**config.mk**
```make
export PLATFORM = sky130hd
export DESIGN_NAME = ckt_scale
export DESIGN_NICKNAME = d
export VERILOG_FILES = /design/src/design/ckt_pkg.sv /design/src/design/ckt_scale.sv
export SDC_FILE = /design/constraint.sdc
export NUM_CORES = 1
export LEC_CHECK = 0
export BUFFER_PORTS_ARGS = -buffer_cell sky130_fd_sc_hd__buf_2
export CAP_MARGIN = 15
export CORE_MARGIN = 2
export CORE_UTILIZATION = 45
export CTS_CLUSTER_SIZE = 20
export DETAILED_ROUTE_END_ITERATION = 16
export PLACE_DENSITY = 0.59
export SETUP_SLACK_MARGIN = 0.4
export SLEW_MARGIN = 40
export SYNTH_ARGS = -nofsm -noshare
export SYNTH_HDL_FRONTEND = slang
export SYNTH_SLANG_ARGS = --single-unit
```
**constraint.sdc**
```tcl
create_clock -name clk -period 7.6 [get_ports clk]
set_clock_uncertainty 0.05 [all_clocks]
set_input_delay 0.38 -clock clk [delete_from_list [all_inputs] [get_ports clk]]
set_output_delay 0.38 -clock clk [all_outputs]
set_load 0.005 [all_outputs]
```
**src/design/ckt_pkg.sv**
```systemverilog
// Shared constants, types and codes of the capacitive key threshold tracker.
`default_nettype none
package ckt_pkg;

    localparam int ROWS            = 8;
    localparam int COLS            = 16;
    localparam int STROKE_FULL     = 100;
    localparam int SAMPLE_BITS     = 12;
    localparam int NO_DEFAULT_MARK = 0;

    localparam int KEYS    = ROWS * COLS;
    localparam int KEY_W   = (KEYS > 1) ? $clog2(KEYS) : 1;
    localparam int ROW_W   = 3;
    localparam int COL_W   = 4;
    localparam int SAMPLE_W = SAMPLE_BITS;
    localparam int LVL_W   = 12;
    localparam int FRAC_W  = 7;
    localparam int MODE_W  = 2;
    localparam int CFG_IDX_W  = 2;
    localparam int CFG_DATA_W = 12;

    // Scaling: ((lo + hi) * frac) / STROKE_FULL by reciprocal multiply.
    localparam int SUM_W   = SAMPLE_W + 1;
    localparam int PROD_W  = SUM_W + FRAC_W;
    localparam int DIV_L   = (STROKE_FULL > 1) ? $clog2(STROKE_FULL) : 0;
    localparam int SHIFT   = PROD_W + DIV_L;
    localparam int RECIP_W = PROD_W + 1;
    localparam longint unsigned RECIP =
        ((64'd1 << SHIFT) + 64'(STROKE_FULL) - 64'd1) / 64'(STROKE_FULL);
    localparam int Q_W     = PROD_W + RECIP_W;
    localparam int THR_W   = Q_W - SHIFT;

    localparam logic [SAMPLE_W-1:0] MIN_RESET = {SAMPLE_W{1'b1}};
    localparam logic [SAMPLE_W-1:0] MAX_RESET = '0;
    localparam logic [SAMPLE_W-1:0] NO_DEF    = SAMPLE_W'(NO_DEFAULT_MARK);

    // Operation codes
    localparam logic OP_SAMPLE = 1'b0;
    localparam logic OP_LOAD   = 1'b1;

    // Mode codes
    localparam logic [MODE_W-1:0] MODE_DEFAULT  = 2'd0;
    localparam logic [MODE_W-1:0] MODE_AUTO     = 2'd1;
    localparam logic [MODE_W-1:0] MODE_CAL      = 2'd2;
    localparam logic [MODE_W-1:0] MODE_RELEASED = 2'd3;

    // Register indexes
    localparam logic [CFG_IDX_W-1:0] CFG_MODE        = 2'd0;
    localparam logic [CFG_IDX_W-1:0] CFG_FIXED_PRESS = 2'd1;
    localparam logic [CFG_IDX_W-1:0] CFG_FIXED_REL   = 2'd2;
    localparam logic [CFG_IDX_W-1:0] CFG_CEILING     = 2'd3;

    // Per-key state as read from the key memory, reset values applied.
    typedef struct packed {
        logic [SAMPLE_W-1:0] learn_min;
        logic [SAMPLE_W-1:0] learn_max;
        logic [SAMPLE_W-1:0] def_min;
        logic [SAMPLE_W-1:0] def_max;
        logic [FRAC_W-1:0]   press_frac;
        logic [FRAC_W-1:0]   release_frac;
    } key_state_t;

    // Write request into the key memory.
    typedef struct packed {
        logic                learn_we;
        logic                cal_we;
        logic [KEY_W-1:0]    key;
        logic [SAMPLE_W-1:0] learn_min;
        logic [SAMPLE_W-1:0] learn_max;
        logic [SAMPLE_W-1:0] def_min;
        logic [SAMPLE_W-1:0] def_max;
        logic [FRAC_W-1:0]   press_frac;
        logic [FRAC_W-1:0]   release_frac;
    } key_wr_t;

endpackage
`default_nettype wire

```
**src/design/ckt_scale.sv**
```systemverilog
// Two-stage threshold scaler: product, then divide by stroke range via reciprocal.
`default_nettype none
module ckt_scale import ckt_pkg::*; (
    input  wire logic              clk,
    input  wire logic              mul_en,
    input  wire logic              div_en,
    input  wire logic [SUM_W-1:0]  sum,
    input  wire logic [FRAC_W-1:0] frac,
    output logic      [THR_W-1:0]  level
);

    localparam logic [RECIP_W-1:0] RECIP_V = RECIP_W'(RECIP);

    logic [PROD_W-1:0] prod_reg;
    logic [Q_W-1:0]    quot_reg;

    always_ff @(posedge clk)
    begin
        if (mul_en)
        begin
            prod_reg <= PROD_W'(sum) * PROD_W'(frac);
        end
        if (div_en)
        begin
            quot_reg <= Q_W'(prod_reg) * Q_W'(RECIP_V);
        end
    end

    assign level = quot_reg[Q_W-1:SHIFT];

endmodule
`default_nettype wire

```
==> results.json, run 1 <==
{
  "grt_overflow": 0,
  "diodes": 0,
  "wl_per_cell_um": 14.91,
  "cts_tree": "done",
  "grt_max_degree": 21,
  "fp.dieW_um": 162.0,
  "ys_types": 46,
  "rrSetupSlack_ns": 1.06,
  "critPathLaunchType": "flip-flop",
  "die_y_um": 162.0,
  "end_kind": "flip-flop",
  "endpoint": "quot_reg[39]",
  "yosysWarnings": 0,
  "async_flop_share_pct": 0,
  "cts-root-buf": "clkbuf_16",
  "cts_setup_buffers": 0,
  "startpoint": "prod_reg[12]",
  "setup_tns_ns": 0,
  "seqCellArea_um2": 1021,
  "start_util_pct": 46.07,
  "detailed_place_hpwl_um": 19870,
  "synthesis.area_um2": 11240,
  "hold_path_depth": 2,
  "cap_violations": 0,
  "timing.rr.end": "quot_reg[39]",
  "relSlewSlack_pct": 44.57,
  "finalSetupViolCount": 0,
  "grt_usage_pct": 18.15,
  "syn_area_per_cell_um2": 9.997,
  "cts_hold_buffers": 0,
  "synth-main-ff-cell": "edfxtp_1",
  "yosysSeqAreaShare_pct": 9.086,
  "drt_first_pass_iters": 4,
  "num_rows": 57,
  "r2r_start": "prod_reg[12]",
  "hold_viol": 0,
  "place.gp.congestion": 0.8879,
  "die_area_um2": 26250,
  "clockBufferDepth": 2,
  "rsz0062_at_grt": "no",
  "largest_reg_flops": 20,
  "ys_seq_elements": 34,
  "worstPathArrival_ns": 6.52,
  "status": "finished clean",
  "io_buffers": 36,
  "clk_pin_slew_ns": 0.06,
  "final-max-slew-violation-count": 0,
  "area_growth_pct": 6.703,
  "viasPerCell": 4.929,
  "drc": 0,
  "antenna_found_initial": 0,
  "core_area_um2": 24390,
  "insertion_delay_ns": 0.28,
  "fmax_mhz": 152.8,
  "synth_edf_count": 34,
  "grt_pass1_wl_um": 38050,
  "post-route-min-period_ns": 6.543,
  "drtIter0Drc": 281,
  "path_max_fanout": 8,
  "final_antenna_net_count": 0,
  "routed_wl_um": 22130,
  "r2r_cells": 21,
  "io_pins": 37,
  "layout-drive-gt1-share_pct": 4.397,
  "cts_buffers": 5,
  "cts_resized": 0,
  "num_vias": 7314,
  "fin_nets": 1639,
  "synth_cells": 1124,
  "worst-setup-path-type": "reg2reg",
  "multi_input_area_um2": 8944,
  "ctsHtreeMaxLevel": 2,
  "hold_path.class": "in2reg",
  "nFillCells": 2338,
  "required_ns": 7.58,
  "cts_sinks": 34,
  "synthesis.nets": 1604,
  "fin_crit_sh_pct": 86.10,
  "worst-slew-pin-transition_ns": 0.8105,
  "grt_pass1_vias": 7897
}
[per-stage QoR]
stage	cells	worst slack (ns)	utilization, %	instance area [um2]	hold slack [ns]
after global placement	1476	1.115	48.36	11800	0.7213
after detailed placement	1476	1.028	48.36	11800	0.7255
after global routing	1484	0.6998	49.16	11990	0.4610
final	1484	1.057	49.16	11990	0.4582
after floorplan	1124	1.685	-	11240	0.4425
after CTS	1484	1.030	49.16	11990	0.4499
[placed cells by master (no fill, tap or decap), drive strengths merged, types with 3 or more instances in the layout]
| master | synthesis | final |
|---|---|---|
| a211oi | 3 | 3 |
| a21o | 17 | 17 |
| a21oi | 40 | 40 |
| and2 | 29 | 29 |
| and3 | 4 | 4 |
| buf | 0 | 37 |
| clkbuf | 9 | 5 |
| edfxtp | 34 | 34 |
| fa | 198 | 198 |
| ha | 259 | 259 |
| inv | 330 | 330 |
| nand2 | 80 | 80 |
| nand3 | 7 | 7 |
| nand4 | 4 | 4 |
| nor2 | 11 | 11 |
| nor2b | 5 | 5 |
| nor3 | 5 | 5 |
| o2111ai | 3 | 3 |
| o21a | 5 | 5 |
| o21ai | 18 | 18 |
| o21bai | 6 | 6 |
| xnor2 | 21 | 21 |
| xor2 | 11 | 11 |
[synthesized netlist by cell type (all sizes together) (3+ instances only)]
cell     instances  area [um2]
a211oi           3       22.52
a21o            17       127.6
a21oi           40       211.5
and2            29       181.4
and3             4       25.02
clkbuf           9       33.78
edfxtp          34        1021
fa             198        3964
ha             259        3241
inv            330        1239
nand2           80       300.3
nand3            7       35.03
nand4            4       25.02
nor2            11       41.29
nor2b            5       31.28
nor3             5       25.02
o2111ai          3       26.28
o21a             5       37.54
o21ai           18       90.08
o21bai           6       45.04
xnor2           21       183.9
xor2            11       96.34
[worst min-delay path by stage]
stage / from / end
global route: sum[0] / prod_reg[0]
detailed placement: quot_reg[34] / level[7]
CTS: sum[0] / prod_reg[0]
floorplan: mul_en / prod_reg[0]
finish: sum[0] / prod_reg[0]
global placement: quot_reg[32] / level[5]
[worst max-delay path, cell delays in order (launching register included)]
cell and delay (ns):
edfxtp_1 0.63, ha_1 0.40, inv_1 0.05, fa_1 0.55, fa_1 0.46, fa_1 0.56
inv_1 0.05, fa_1 0.45, fa_1 0.48, inv_1 0.05, fa_1 0.47, inv_1 0.04
ha_1 0.32, nand2_1 0.06, nor2_1 0.15, o2111ai_1 0.15, a211o_1 0.29, o211ai_1 0.20
a41oi_1 0.29, o21ai_1 0.33, a221oi_1 0.14, xnor2_1 0.13
[kinds of logic (layout without fill, tap and decap cells)]
| family | count (synthesis) | in the layout | share of synthesized area, % |
|---|---|---|---|
| buffers and inverters | 339 | 375 | 11.32 |
| DFF | 34 | 34 | 9.086 |
| AOI/OAI and AO/OA | 108 | 108 | 6.525 |
| xor gates and xnor gates | 32 | 32 | 2.494 |
| adders and majority gates | 457 | 457 | 64.11 |
| and+or+nand+nor | 154 | 154 | 6.458 |
[layout make-up]
type,count,share of cell area [%]
Multi-Input combinational cell,751,74.59
Inverter,330,10.33
Sequential cell,34,8.515
Tap cell,324,3.381
Timing Repair Buffer,37,1.565
Clock buffer,5,1.044
Clock inverter,3,0.5739
[metal layers]
| metal | wire length (um) | track usage (%) | part of all wire (%) | up-vias |
|---|---|---|---|---|
| met5 | 0 | 0 | 0 | - |
| met4 | 312 | 3.218 | 1.4 | 0 |
| met3 | 465 | 1.251 | 2.1 | 13 |
| met2 | 11320 | 31.99 | 51 | 60 |
| met1 | 10030 | 24.98 | 45 | 3658 |
| li1 | - | - | - | 3583 |
Power of run 1 is not shown: default switching activity piles up to over one toggle a cycle in this logic, so the estimate is an artifact.
==> inputs of run 2 (changes only) <==
- RECOVER_POWER: not set -> 100
==> run 2 against run 1 <==
  * Maximum frequency fell by 2.0%
  * Sequential share of layout area barely moved
  * Hold slack barely moved
  * Non-clock buffer count did not move
  * First-iteration DRC count rose by 11%
  * Routed wire length barely moved
  * Global-route usage did not move
  * Clock-buffer cell count did not move
  * Core utilization fell by 0.15 points
  * Largest cell class unchanged
  * Critical path depth did not move
==> results.json, run 2 (same netlist as run 1, synthesis figures left out) <==
{
  "drtIter0Drc": 312,
  "setup_ws_ns": 0.9206,
  "cts_tree": "done",
  "num_vias": 7323,
  "largest_reg_flops": 20,
  "relSlewSlack_pct": 22.75,
  "nFillCells": 2346,
  "fin_nets": 1639,
  "status": "finished clean",
  "post-route-min-period_ns": 6.679,
  "hold_path_depth": 2,
  "worstPathArrival_ns": 6.66,
  "cts_setup_buffers": 0,
  "cts_resized": 0,
  "drc": 0,
  "detailed_place_hpwl_um": 19870,
  "diodes": 0,
  "ctsHtreeMaxLevel": 2,
  "hold_viol": 0,
  "fin_crit_sh_pct": 87.89,
  "cts-root-buf": "clkbuf_16",
  "start_util_pct": 46.07,
  "rsz0062_at_grt": "no",
  "place_ws_ns": 1.028,
  "die_y_um": 162.0,
  "cap_violations": 0,
  "grt_overflow": 0,
  "io_buffers": 36,
  "grt_usage_pct": 18.15,
  "fmax_mhz": 149.7,
  "hold_path.class": "in2reg",
  "mostFrequentLayoutCell": "inv_1",
  "io_pins": 37,
  "fin_area_um2": 11950,
  "grt_pass1_wl_um": 38050,
  "worst-slew-pin-transition_ns": 1.159,
  "worst-setup-path-type": "reg2reg",
  "wl_per_cell_um": 14.91,
  "layout_common_cells": "330 x inv_1, 259 x ha_1, 198 x fa_1",
  "clk_pin_slew_ns": 0.06,
  "area_growth_pct": 6.380,
  "grt_pass1_vias": 7897,
  "setup_tns_ns": 0,
  "final_antenna_net_count": 0,
  "cts_hold_buffers": 0,
  "routed_wl_um": 22130,
  "critPathLaunchType": "flip-flop",
  "cts_buffers": 5,
  "postPlaceCellArea_um2": 11800,
  "layout-drive-gt1-share_pct": 3.362,
  "viasPerCell": 4.935,
  "antenna_found_initial": 0,
  "final-max-slew-violation-count": 0,
  "core_area_um2": 24390,
  "fp.dieW_um": 162.0,
  "cts_sinks": 34,
  "insertion_delay_ns": 0.28,
  "drt_first_pass_iters": 4,
  "end_kind": "flip-flop",
  "clockBufferDepth": 2,
  "num_rows": 57,
  "finalSetupViolCount": 0,
  "required_ns": 7.58,
  "grt_max_degree": 21,
  "die_area_um2": 26250,
  "path_max_fanout": 8,
  "place.gp.congestion": 0.8879,
  "r2r_cells": 21
}
-- run 2: changes by cell type in the layout (fill, tap and decap cells not counted), sizes merged --
cell and delta:
buf -9, clkbuf +9
-- run 2: cell type report --
| type | instances | area (um2) | share of cell area (%) |
|---|---|---|---|
| well taps | 324 | 405.4 | 3.391 |
| clock buffers | 5 | 125.1 | 1.047 |
| inverters | 330 | 1239 | 10.36 |
| flip-flops and latches | 34 | 1021 | 8.541 |
| repair buffers | 37 | 176.4 | 1.476 |
| multi-input cells | 751 | 8919 | 74.61 |
| clock inverters | 3 | 68.82 | 0.5757 |
-- run 2: per-stage QoR --
stage                     hold slack, ns  util, %  cells
after global routing              0.4610    49.01   1484
after floorplan                   0.4425        -   1124
after CTS                         0.4499    49.16   1484
after detailed placement          0.7255    48.36   1476
final                             0.4579    49.01   1484
after global placement            0.7213    48.36   1476
-- run 2: critical path: stages (launching register included) --
cell	delay, ns
edfxtp_1	0.63
ha_1	0.40
inv_1	0.05
fa_1	0.55
fa_1	0.46
fa_1	0.56
inv_1	0.05
fa_1	0.45
fa_1	0.48
inv_1	0.05
fa_1	0.47
inv_1	0.04
ha_1	0.31
nand2_1	0.07
nor2_1	0.05
o2111ai_1	0.10
a21oi_1	0.09
a311o_1	0.42
a221oi_1	0.67
a31oi_4	0.19
a21oi_1	0.20
xnor2_1	0.09
-- run 2: final timing paths --
kind / to / slack (ns) / from
hold / removal: prod_reg[0] / 0.46 / sum[0]
setup reg to reg: quot_reg[40] / 0.92 / prod_reg[12]
setup / recovery: quot_reg[40] / 0.92 / prod_reg[12]
hold reg to reg: quot_reg[40] / 1.30 / prod_reg[19]
-- run 2: layer usage --
layer  vias to the layer above  wire (um)  track usage, %
met3                        13        365           1.251
met5                         -          0               0
met1                      3670      10120           24.98
met4                         0        316           3.218
met2                        53      11320           31.99
li1                       3587          -               -
Power of run 2 is left out for the same reason.
